File: src/hdl/bffo_pkg.sv
// ----------------------------------------------------------------------------
// bffo_pkg
// Shared types, codes and defaults for the bounded frame FIFO with an
// overflow policy.
// ----------------------------------------------------------------------------
package bffo_pkg;

   // Default sizes handed to the top level.
   localparam int QUEUE_DEPTH_DEFAULT = 16;
   localparam int HANDLE_BITS_DEFAULT = 32;

   // Fixed field widths of the request and response.
   localparam int CMD_BITS      = 3;
   localparam int HANDLE_IO     = 32;
   localparam int STATUS_BITS   = 4;
   localparam int FILL_BITS     = 5;
   localparam int COUNT_BITS    = 32;
   localparam int RSP_DATA_BITS = 136;
   localparam int RSP_PAD_BITS  = RSP_DATA_BITS - HANDLE_IO - FILL_BITS - 3 * COUNT_BITS;

   // Configuration port.
   localparam int CSR_INDEX_BITS = 1;
   localparam int CSR_DATA_BITS  = 5;
   localparam logic [CSR_INDEX_BITS-1:0] CSR_CAPACITY = 1'd0;
   localparam logic [CSR_INDEX_BITS-1:0] CSR_MODE     = 1'd1;
   localparam logic [FILL_BITS-1:0] CAPACITY_RESET = 5'd16;

   typedef enum logic [CMD_BITS-1:0] {
      CMD_PUSH   = 3'd0,
      CMD_POP    = 3'd1,
      CMD_CLEAR  = 3'd2,
      CMD_STOP   = 3'd3,
      CMD_RESUME = 3'd4,
      CMD_STATS  = 3'd5
   } cmd_type;

   typedef enum logic [1:0] {
      MODE_DROP_OLDEST = 2'd0,
      MODE_DROP_ALL    = 2'd1,
      MODE_DROP_NEWEST = 2'd2,
      MODE_BLOCK       = 2'd3
   } mode_type;

   typedef enum logic [STATUS_BITS-1:0] {
      ST_STORED   = 4'd0,
      ST_DROP_OLD = 4'd1,
      ST_DROP_ALL = 4'd2,
      ST_REJECT   = 4'd3,
      ST_RETRY    = 4'd4,
      ST_STOPPED  = 4'd5,
      ST_POPPED   = 4'd6,
      ST_EMPTY    = 4'd7,
      ST_DONE     = 4'd8
   } status_type;

endpackage

File: src/hdl/bounded_frame_fifo_overflow_policy.sv
// A request accepted into the middle stage moves to the response register once that register frees up.
// Throughput: one request per cycle while the response channel does not stall; the queue
// memory is read once per pop and its registered output feeds the response stage directly.
// Reset: synchronous, active high; clears pointers, fill count, stop flag, totals,
// capacity (16) and mode (drop oldest). The handle memory is not cleared.
// ----------------------------------------------------------------------------
// bounded_frame_fifo_overflow_policy
// Bounded FIFO of frame handles with a run-time capacity, an overflow policy,
// stop and resume, and wrapping push, pop and drop totals.
// ----------------------------------------------------------------------------
module bounded_frame_fifo_overflow_policy #(
   parameter int QUEUE_DEPTH = bffo_pkg::QUEUE_DEPTH_DEFAULT,
   parameter int HANDLE_BITS = bffo_pkg::HANDLE_BITS_DEFAULT
) (
   input  logic                                clock,
   input  logic                                reset,
   // Request channel.
   input  logic                                req_tvalid,
   output logic                                req_tready,
   input  logic [bffo_pkg::HANDLE_IO-1:0]      req_tdata,   // frame_handle[31:0]
   input  logic [bffo_pkg::CMD_BITS-1:0]       req_tuser,   // cmd[2:0]
   // Response channel.
   output logic                                rsp_tvalid,
   input  logic                                rsp_tready,
   // frame_out[31:0], occupancy[36:32], pushed_total[68:37],
   // popped_total[100:69], dropped_total[132:101], zero pad[135:133]
   output logic [bffo_pkg::RSP_DATA_BITS-1:0]  rsp_tdata,
   output logic [bffo_pkg::STATUS_BITS-1:0]    rsp_tuser,   // status[3:0]
   // Configuration write channel.
   input  logic                                csr_valid,
   output logic                                csr_ready,
   input  logic [bffo_pkg::CSR_INDEX_BITS-1:0] csr_index,
   input  logic [bffo_pkg::CSR_DATA_BITS-1:0]  csr_data
);

   localparam int PTR_BITS = $clog2(QUEUE_DEPTH);
   localparam int FB = bffo_pkg::FILL_BITS;
   localparam int CB = bffo_pkg::COUNT_BITS;

   // Queue state.
   logic [HANDLE_BITS-1:0] mem [QUEUE_DEPTH];
   logic [PTR_BITS-1:0]    head_ff, head_in, tail_ff, tail_in;
   logic [FB-1:0]          fill_ff, fill_in;
   logic                   stopped_ff, stopped_in;
   logic [CB-1:0]          push_cnt_ff, push_cnt_in;
   logic [CB-1:0]          pop_cnt_ff, pop_cnt_in;
   logic [CB-1:0]          drop_cnt_ff, drop_cnt_in;
   logic [FB-1:0]          capacity_ff;
   bffo_pkg::mode_type     mode_ff;

   // Memory access controls.
   logic                   mem_we;
   logic [PTR_BITS-1:0]    mem_waddr;
   logic                   mem_re;
   logic [HANDLE_BITS-1:0] rd_data_ff;

   // Middle stage, waiting for the memory read.
   logic                   mid_valid_ff;
   bffo_pkg::status_type   mid_status_ff, status_in;
   logic [FB-1:0]          mid_fill_ff;
   logic [CB-1:0]          mid_push_ff, mid_pop_ff, mid_drop_ff;

   // Response register.
   logic                   rsp_valid_ff;
   bffo_pkg::status_type   rsp_status_ff;
   logic [bffo_pkg::HANDLE_IO-1:0] rsp_frame_ff;
   logic [FB-1:0]          rsp_fill_ff;
   logic [CB-1:0]          rsp_push_ff, rsp_pop_ff, rsp_drop_ff;

   logic                   out_free;
   logic                   mid_move;
   logic                   req_accept;
   logic [FB-1:0]          cap_eff;
   logic                   full;
   bffo_pkg::cmd_type      cmd;

   function automatic logic [PTR_BITS-1:0] next_ptr(input logic [PTR_BITS-1:0] p);
      logic [PTR_BITS-1:0] r;
      if (p == PTR_BITS'(QUEUE_DEPTH - 1)) begin
         r = '0;
      end else begin
         r = p + PTR_BITS'(1);
      end
      return r;
   endfunction

   // Handshake: the middle stage moves on when the response register frees up.
   assign out_free   = !rsp_valid_ff || rsp_tready;
   assign mid_move   = mid_valid_ff && out_free;
   assign req_tready = !mid_valid_ff || out_free;
   assign req_accept = req_tvalid && req_tready;
   assign csr_ready  = 1'b1;
   assign cmd        = bffo_pkg::cmd_type'(req_tuser);

   // Capacity clamped into the range the memory supports.
   always_comb begin
      if (capacity_ff == '0) begin
         cap_eff = FB'(1);
      end else if (32'(capacity_ff) > QUEUE_DEPTH) begin
         cap_eff = FB'(QUEUE_DEPTH);
      end else begin
         cap_eff = capacity_ff;
      end
   end
   assign full = fill_ff >= cap_eff;

   // Command decode and next queue state.
   always_comb begin
      head_in     = head_ff;
      tail_in     = tail_ff;
      fill_in     = fill_ff;
      stopped_in  = stopped_ff;
      push_cnt_in = push_cnt_ff;
      pop_cnt_in  = pop_cnt_ff;
      drop_cnt_in = drop_cnt_ff;
      status_in   = bffo_pkg::ST_DONE;
      mem_we      = 1'b0;
      mem_waddr   = tail_ff;
      mem_re      = 1'b0;
      unique case (cmd)
         bffo_pkg::CMD_PUSH: begin
            if (stopped_ff) begin
               status_in = bffo_pkg::ST_STOPPED;
            end else if (!full) begin
               push_cnt_in = push_cnt_ff + CB'(1);
               mem_we      = 1'b1;
               tail_in     = next_ptr(tail_ff);
               fill_in     = fill_ff + FB'(1);
               status_in   = bffo_pkg::ST_STORED;
            end else begin
               unique case (mode_ff)
                  bffo_pkg::MODE_DROP_OLDEST: begin
                     // Oldest handle leaves, the new one takes the tail.
                     push_cnt_in = push_cnt_ff + CB'(1);
                     drop_cnt_in = drop_cnt_ff + CB'(1);
                     head_in     = next_ptr(head_ff);
                     mem_we      = 1'b1;
                     tail_in     = next_ptr(tail_ff);
                     status_in   = bffo_pkg::ST_DROP_OLD;
                  end
                  bffo_pkg::MODE_DROP_ALL: begin
                     // Queue restarts at entry zero holding only the new handle.
                     push_cnt_in = push_cnt_ff + CB'(1);
                     drop_cnt_in = drop_cnt_ff + CB'(fill_ff);
                     head_in     = '0;
                     mem_we      = 1'b1;
                     mem_waddr   = '0;
                     tail_in     = next_ptr('0);
                     fill_in     = FB'(1);
                     status_in   = bffo_pkg::ST_DROP_ALL;
                  end
                  bffo_pkg::MODE_DROP_NEWEST: begin
                     push_cnt_in = push_cnt_ff + CB'(1);
                     drop_cnt_in = drop_cnt_ff + CB'(1);
                     status_in   = bffo_pkg::ST_REJECT;
                  end
                  bffo_pkg::MODE_BLOCK: begin
                     status_in = bffo_pkg::ST_RETRY;
                  end
                  default: begin
                     status_in = bffo_pkg::ST_RETRY;
                  end
               endcase
            end
         end
         bffo_pkg::CMD_POP: begin
            if (fill_ff == '0) begin
               status_in = bffo_pkg::ST_EMPTY;
            end else begin
               mem_re     = 1'b1;
               head_in    = next_ptr(head_ff);
               fill_in    = fill_ff - FB'(1);
               pop_cnt_in = pop_cnt_ff + CB'(1);
               status_in  = bffo_pkg::ST_POPPED;
            end
         end
         bffo_pkg::CMD_CLEAR: begin
            fill_in = '0;
            head_in = '0;
            tail_in = '0;
         end
         bffo_pkg::CMD_STOP: begin
            stopped_in = 1'b1;
         end
         bffo_pkg::CMD_RESUME: begin
            stopped_in = 1'b0;
         end
         bffo_pkg::CMD_STATS: begin
            push_cnt_in = '0;
            pop_cnt_in  = '0;
            drop_cnt_in = '0;
         end
         default: begin
            status_in = bffo_pkg::ST_DONE;
         end
      endcase
   end

   // Handle memory with a registered read port.
   always_ff @(posedge clock) begin
      if (req_accept && mem_we) begin
         mem[mem_waddr] <= HANDLE_BITS'(req_tdata);
      end
      if (req_accept && mem_re) begin
         rd_data_ff <= mem[head_ff];
      end
   end

   // Queue control state and configuration.
   always_ff @(posedge clock) begin
      if (reset) begin
         head_ff     <= '0;
         tail_ff     <= '0;
         fill_ff     <= '0;
         stopped_ff  <= 1'b0;
         push_cnt_ff <= '0;
         pop_cnt_ff  <= '0;
         drop_cnt_ff <= '0;
         capacity_ff <= bffo_pkg::CAPACITY_RESET;
         mode_ff     <= bffo_pkg::MODE_DROP_OLDEST;
      end else begin
         if (req_accept) begin
            head_ff     <= head_in;
            tail_ff     <= tail_in;
            fill_ff     <= fill_in;
            stopped_ff  <= stopped_in;
            push_cnt_ff <= push_cnt_in;
            pop_cnt_ff  <= pop_cnt_in;
            drop_cnt_ff <= drop_cnt_in;
         end
         if (csr_valid && csr_ready) begin
            if (csr_index == bffo_pkg::CSR_CAPACITY) begin
               capacity_ff <= csr_data;
            end else if (csr_index == bffo_pkg::CSR_MODE) begin
               mode_ff <= bffo_pkg::mode_type'(csr_data[1:0]);
            end
         end
      end
   end

   // Valid bits of the middle stage and the response register.
   always_ff @(posedge clock) begin
      if (reset) begin
         mid_valid_ff <= 1'b0;
         rsp_valid_ff <= 1'b0;
      end else begin
         if (req_accept) begin
            mid_valid_ff <= 1'b1;
         end else if (mid_move) begin
            mid_valid_ff <= 1'b0;
         end
         if (mid_move) begin
            rsp_valid_ff <= 1'b1;
         end else if (rsp_tready) begin
            rsp_valid_ff <= 1'b0;
         end
      end
   end

   // Payload of the middle stage and the response register.
   always_ff @(posedge clock) begin
      if (req_accept) begin
         mid_status_ff <= status_in;
         mid_fill_ff   <= fill_in;
         mid_push_ff   <= push_cnt_in;
         mid_pop_ff    <= pop_cnt_in;
         mid_drop_ff   <= drop_cnt_in;
      end
      if (mid_move) begin
         rsp_status_ff <= mid_status_ff;
         rsp_frame_ff  <= (mid_status_ff == bffo_pkg::ST_POPPED) ?
                          bffo_pkg::HANDLE_IO'(rd_data_ff) : '0;
         rsp_fill_ff   <= mid_fill_ff;
         rsp_push_ff   <= mid_push_ff;
         rsp_pop_ff    <= mid_pop_ff;
         rsp_drop_ff   <= mid_drop_ff;
      end
   end

   assign rsp_tvalid = rsp_valid_ff;
   assign rsp_tuser  = rsp_status_ff;
   assign rsp_tdata  = {{bffo_pkg::RSP_PAD_BITS{1'b0}}, rsp_drop_ff, rsp_pop_ff,
                        rsp_push_ff, rsp_fill_ff, rsp_frame_ff};

`ifndef ASSERT_OFF
   // The fill count never passes the memory depth.
   a_fill_bound: assert property (@(posedge clock) disable iff (reset)
      32'(fill_ff) <= QUEUE_DEPTH)
      else $error("fill count exceeds queue depth");

   // A pop from a non-empty queue lowers the fill count by one.
   a_pop_fill: assert property (@(posedge clock) disable iff (reset)
      (req_accept && cmd == bffo_pkg::CMD_POP && fill_ff != '0)
      |=> fill_ff == $past(fill_ff) - FB'(1))
      else $error("pop did not lower fill count");

   // A push into free room advances the push total by one.
   a_push_count: assert property (@(posedge clock) disable iff (reset)
      (req_accept && cmd == bffo_pkg::CMD_PUSH && !stopped_ff && !full)
      |=> push_cnt_ff == $past(push_cnt_ff) + CB'(1))
      else $error("stored push not counted");

   // A push while stopped leaves the queue alone.
   a_stopped_push: assert property (@(posedge clock) disable iff (reset)
      (req_accept && cmd == bffo_pkg::CMD_PUSH && stopped_ff)
      |=> $stable(fill_ff) && $stable(tail_ff) && $stable(push_cnt_ff))
      else $error("push while stopped changed the queue");
`endif

endmodule
File: config.mk
export PLATFORM = sky130hd
export DESIGN_NAME = bounded_frame_fifo_overflow_policy
export DESIGN_NICKNAME = d
export VERILOG_FILES = /design/src/hdl/bffo_pkg.sv /design/src/hdl/bounded_frame_fifo_overflow_policy.sv
export SDC_FILE = /design/constraint.sdc
export NUM_CORES = 1
export LEC_CHECK = 0
export ABC_CLOCK_PERIOD_IN_PS = 8260
export BUFFER_PORTS_ARGS = -buffer_cell sky130_fd_sc_hd__buf_2
export CAP_MARGIN = 10
export CORE_MARGIN = 1.5
export CORE_UTILIZATION = 40
export CTS_BUF_LIST = sky130_fd_sc_hd__clkbuf_8
export DETAILED_ROUTE_END_ITERATION = 8
export GPL_TIMING_DRIVEN = 0
export PLACE_DENSITY = 0.67
export SLEW_MARGIN = 40
export SYNTH_ARGS = -nofsm -noshare
export SYNTH_HDL_FRONTEND = slang
export SYNTH_SLANG_ARGS = --single-unit
File: constraint.sdc
create_clock -name clock -period 8.26 [get_ports clock]
set_input_delay 0.413 -clock clock [delete_from_list [all_inputs] [get_ports clock]]
set_output_delay 0.413 -clock clock [all_outputs]
set_load 0.005 [all_outputs]
==> flow_metrics.env <==
export IMPL_numCtsBuffers=152
export IMPL_clock_skew_ns=0.0477
export IMPL_finalHoldViolations=0
export IMPL_switching_share=0.233
export IMPL_top_register="mem"
export IMPL_period_minus_slack_ns=4.30
export IMPL_min_from="req_tuser[1]"
export IMPL_timing_rr_start="capacity_ff[1]$_SDFFE_PP0P_"
export IMPL_fillerInstances=7558
export IMPL_die_area_um2=93500
export IMPL_p_comb_frac=0.046
export IMPL_hpwl_um=65400
export IMPL_synth_ff_latch_count=905
export IMPL_dp_cells=3697
export IMPL_yosysWarnings=0
export IMPL_critPathCaptureType="flip-flop"
export IMPL_finalSetupTns_ns=0
export IMPL_yosysSeqAreaShare=0.709
export IMPL_port_buffers=183
export IMPL_avgViaCountPerCell=5.62
export IMPL_ys_types=90
export IMPL_grt_first_pass_wirelength_um=143000
export IMPL_final_common_cell="edfxtp_1"
export IMPL_grt_max_degree=31
export IMPL_drtIter0Drc=2295
export IMPL_path_max_fanout=8
export IMPL_htreeDepth=4
export IMPL_cp_start_kind="flip-flop"
export IMPL_register_area_um2=26000
export IMPL_post_drt_wl_per_cell_um=23.8
export IMPL_slew_headroom=0.386
export IMPL_syn_area_um2=36700
export IMPL_ant_nets=0
export IMPL_reg2reg_slack_ns=3.96
export IMPL_postPlaceCellArea_um2=40200
export IMPL_synth_top_area_frac=0.644
export IMPL_timing_reg2reg_worst_path_depth=14
export IMPL_async_flop_share=0
export IMPL_p_sw_mw=2.18
export IMPL_overflow=0
export IMPL_r2r_end="mem[8][16]$_DFFE_PP_"
export IMPL_largest_reg_flops=512
export IMPL_multi_input_area_um2=10100
export IMPL_rsz0062_at_grt="no"
export IMPL_dr_pass1_iters=7
export IMPL_ys_flop_type="edfxtp_1"
export IMPL_boundaryPins=189
export IMPL_tightestPinTransition_ns=0.920
export IMPL_setup_slack_ns=3.96
export IMPL_worstHoldEndpoint="fill_ff[2]$_SDFFE_PP0P_"
export IMPL_fp_dieW_um=306
export IMPL_grt_pass1_vias=22880
export IMPL_worstPathRequired_ns=8.80
export IMPL_finalCoreUtilization=0.483
export IMPL_synth_edff_count=786
export IMPL_internal_power_mw=7.19
export IMPL_path_clk_slew_ns=0.06
export IMPL_clkLatencyLatePin_ns=0.86
export IMPL_synth_cells=2267
export IMPL_hold_depth=4
export IMPL_cap_violations=0
export IMPL_die_y_um=306
export IMPL_fin_crit_sh=0.520
export IMPL_final_cell_mix="edfxtp_1 (786), buf_2 (231), mux4_2 (160), clkbuf_8 (156), nand2_1 (152)"
export IMPL_numClockSinks=905
export IMPL_power_density_nw_per_um2=215
export IMPL_nNetsFinal=2790
export IMPL_clockBufferDepth=3
export IMPL_total_power_mw=9.36
export IMPL_ctsResizeCount=0
export IMPL_p_leak_nw=14.7
export IMPL_max_freq_ghz=0.233
export IMPL_layout_drive_gt1_share=0.257
export IMPL_maxSlewViolCount=0
export IMPL_final_cell_count_no_fill=4029
export IMPL_cts_tree="done"
export IMPL_syn_avg_cell_area_um2=16.2
export IMPL_grtUsageTotal=0.205
export IMPL_power_frac_seq=0.540
export IMPL_clkPwrFrac=0.414
export IMPL_antenna_found_initial=9
export IMPL_whs_ns=0.174
export IMPL_place_ws_ns=4.04
export IMPL_cp_arrival_ns=4.84
export IMPL_finalSetupViolations=0
export IMPL_post_cts_buffers=0
export IMPL_core_rowCount=110
export IMPL_ys_top_cells_by_area="edfxtp_1 (64%), mux4_2 (9.8%), dfxtp_1 (6.5%)"
export IMPL_place_gp_congestion=0.904
export IMPL_critical_path_class="flip-flop to flip-flop"
export IMPL_final_area_um2=43600
export IMPL_coreArea_um2=90400
export IMPL_cts_root_buf="clkbuf_8"
export IMPL_initial_utilization=0.406
export IMPL_synth_top_area_cell="edfxtp_1"
export IMPL_ir_drop_uv=175
export IMPL_via_count=22663
export IMPL_hp_class="input pin to flip-flop"
export IMPL_finalWirelength_um=96000
export IMPL_status="finished clean"
export IMPL_drc=0
export IMPL_area_growth_pct=19.0
## worst max-delay path, cell delays in order, from the launching register on
cell and delay, ns:
dfxtp_1 0.33, nor3_1 0.19, nor2_1 0.07, nor2_1 0.10, ha_1 0.23, nor2b_1 0.16
o21ai_1 0.16, a31oi_2 0.61, o2111ai_1 0.38, or2_2 0.48, nor3_2 0.42, buf_4 0.26
buf_4 0.16, buf_2 0.23, buf_4 0.20
## kinds of logic after synthesis
family / Yosys count / synth area share
buffers and inverters: 175 / 0.0199
multiplexers: 183 / 0.105
other: 2 / 0.000205
flip-flops: 905 / 0.709
AO/OA/AOI/OAI: 349 / 0.0647
AND/OR/NAND/NOR: 599 / 0.0864
adder cells (fa/ha/maj): 22 / 0.00771
XOR/XNOR: 32 / 0.00764
## how the worst max path moves through the flow
stage                                start                        endpoint  slack [ns]  depth (start not counted)
2_1_floorplan                   rsp_tready        rsp_drop_ff[0]$_DFFE_PP_        1.11                          2
3_3_place_gp                    rsp_tready  rsp_frame_ff[18]$_SDFFCE_PP0P_       -2.37                          3
3_5_place_dp       fill_ff[0]$_SDFFE_PP0P_            mem[8][14]$_DFFE_PP_        4.04                         12
4_1_cts        capacity_ff[1]$_SDFFE_PP0P_            mem[8][18]$_DFFE_PP_        4.05                         14
5_1_grt        capacity_ff[1]$_SDFFE_PP0P_            mem[8][18]$_DFFE_PP_        3.79                         14
6_report       capacity_ff[1]$_SDFFE_PP0P_            mem[8][16]$_DFFE_PP_        3.96                         14
## synth_stat cells, types with 11 or more instances
library cell  number
xnor2_1           11
nand2_1          152
a311oi_1          13
and3_1            32
a21oi_1           59
clkbuf_1         102
dfxtp_1          119
edfxtp_1         786
or4_1             14
a31oi_1           54
nand3_1           70
and4_1            15
xor2_1            21
ha_1              21
mux4_2           160
or3_1             20
mux2i_1           17
o31ai_1           28
o21ai_0           80
nor2_1           125
inv_1             26
buf_2             24
and2_1            44
nand4_1           37
buf_1             11
o211ai_1          29
nor3_1            30
## layer usage
metal	GRT usage	routed length, um
met5	0	50
met3	0.0449	7610
met4	0.0768	2610
met2	0.343	47600
met1	0.262	38100
## final cells by class
| cell class | instances | share of cell area |
|---|---|---|
| Antenna cell | 3 | 0.000172 |
| Clock buffer | 156 | 0.0492 |
| Multi-Input combinational cell | 1189 | 0.231 |
| Buffer | 148 | 0.0149 |
| Timing Repair Buffer | 299 | 0.0540 |
| Clock inverter | 126 | 0.0190 |
| Inverter | 27 | 0.00232 |
| Tap cell | 1176 | 0.0337 |
| Sequential cell | 905 | 0.595 |
## what timing repair did
item                                    in CTS  in global routing
endpoints found under the setup margin       0                  0
hold endpoints to repair                   523                  0
hold buffers                                47                  0
## power by group through the flow
stage	Sequential [mW]	Clock (mW)	Combinational, mW
global placement	5.17	0	0.384
global route	5.06	4.17	0.464
finish	5.06	3.87	0.431
floorplan	5.16	0	0.217
detailed placement	5.16	0	0.414
CTS	5.06	3.98	0.434
Note: power is estimated with default switching activity, not from simulation.
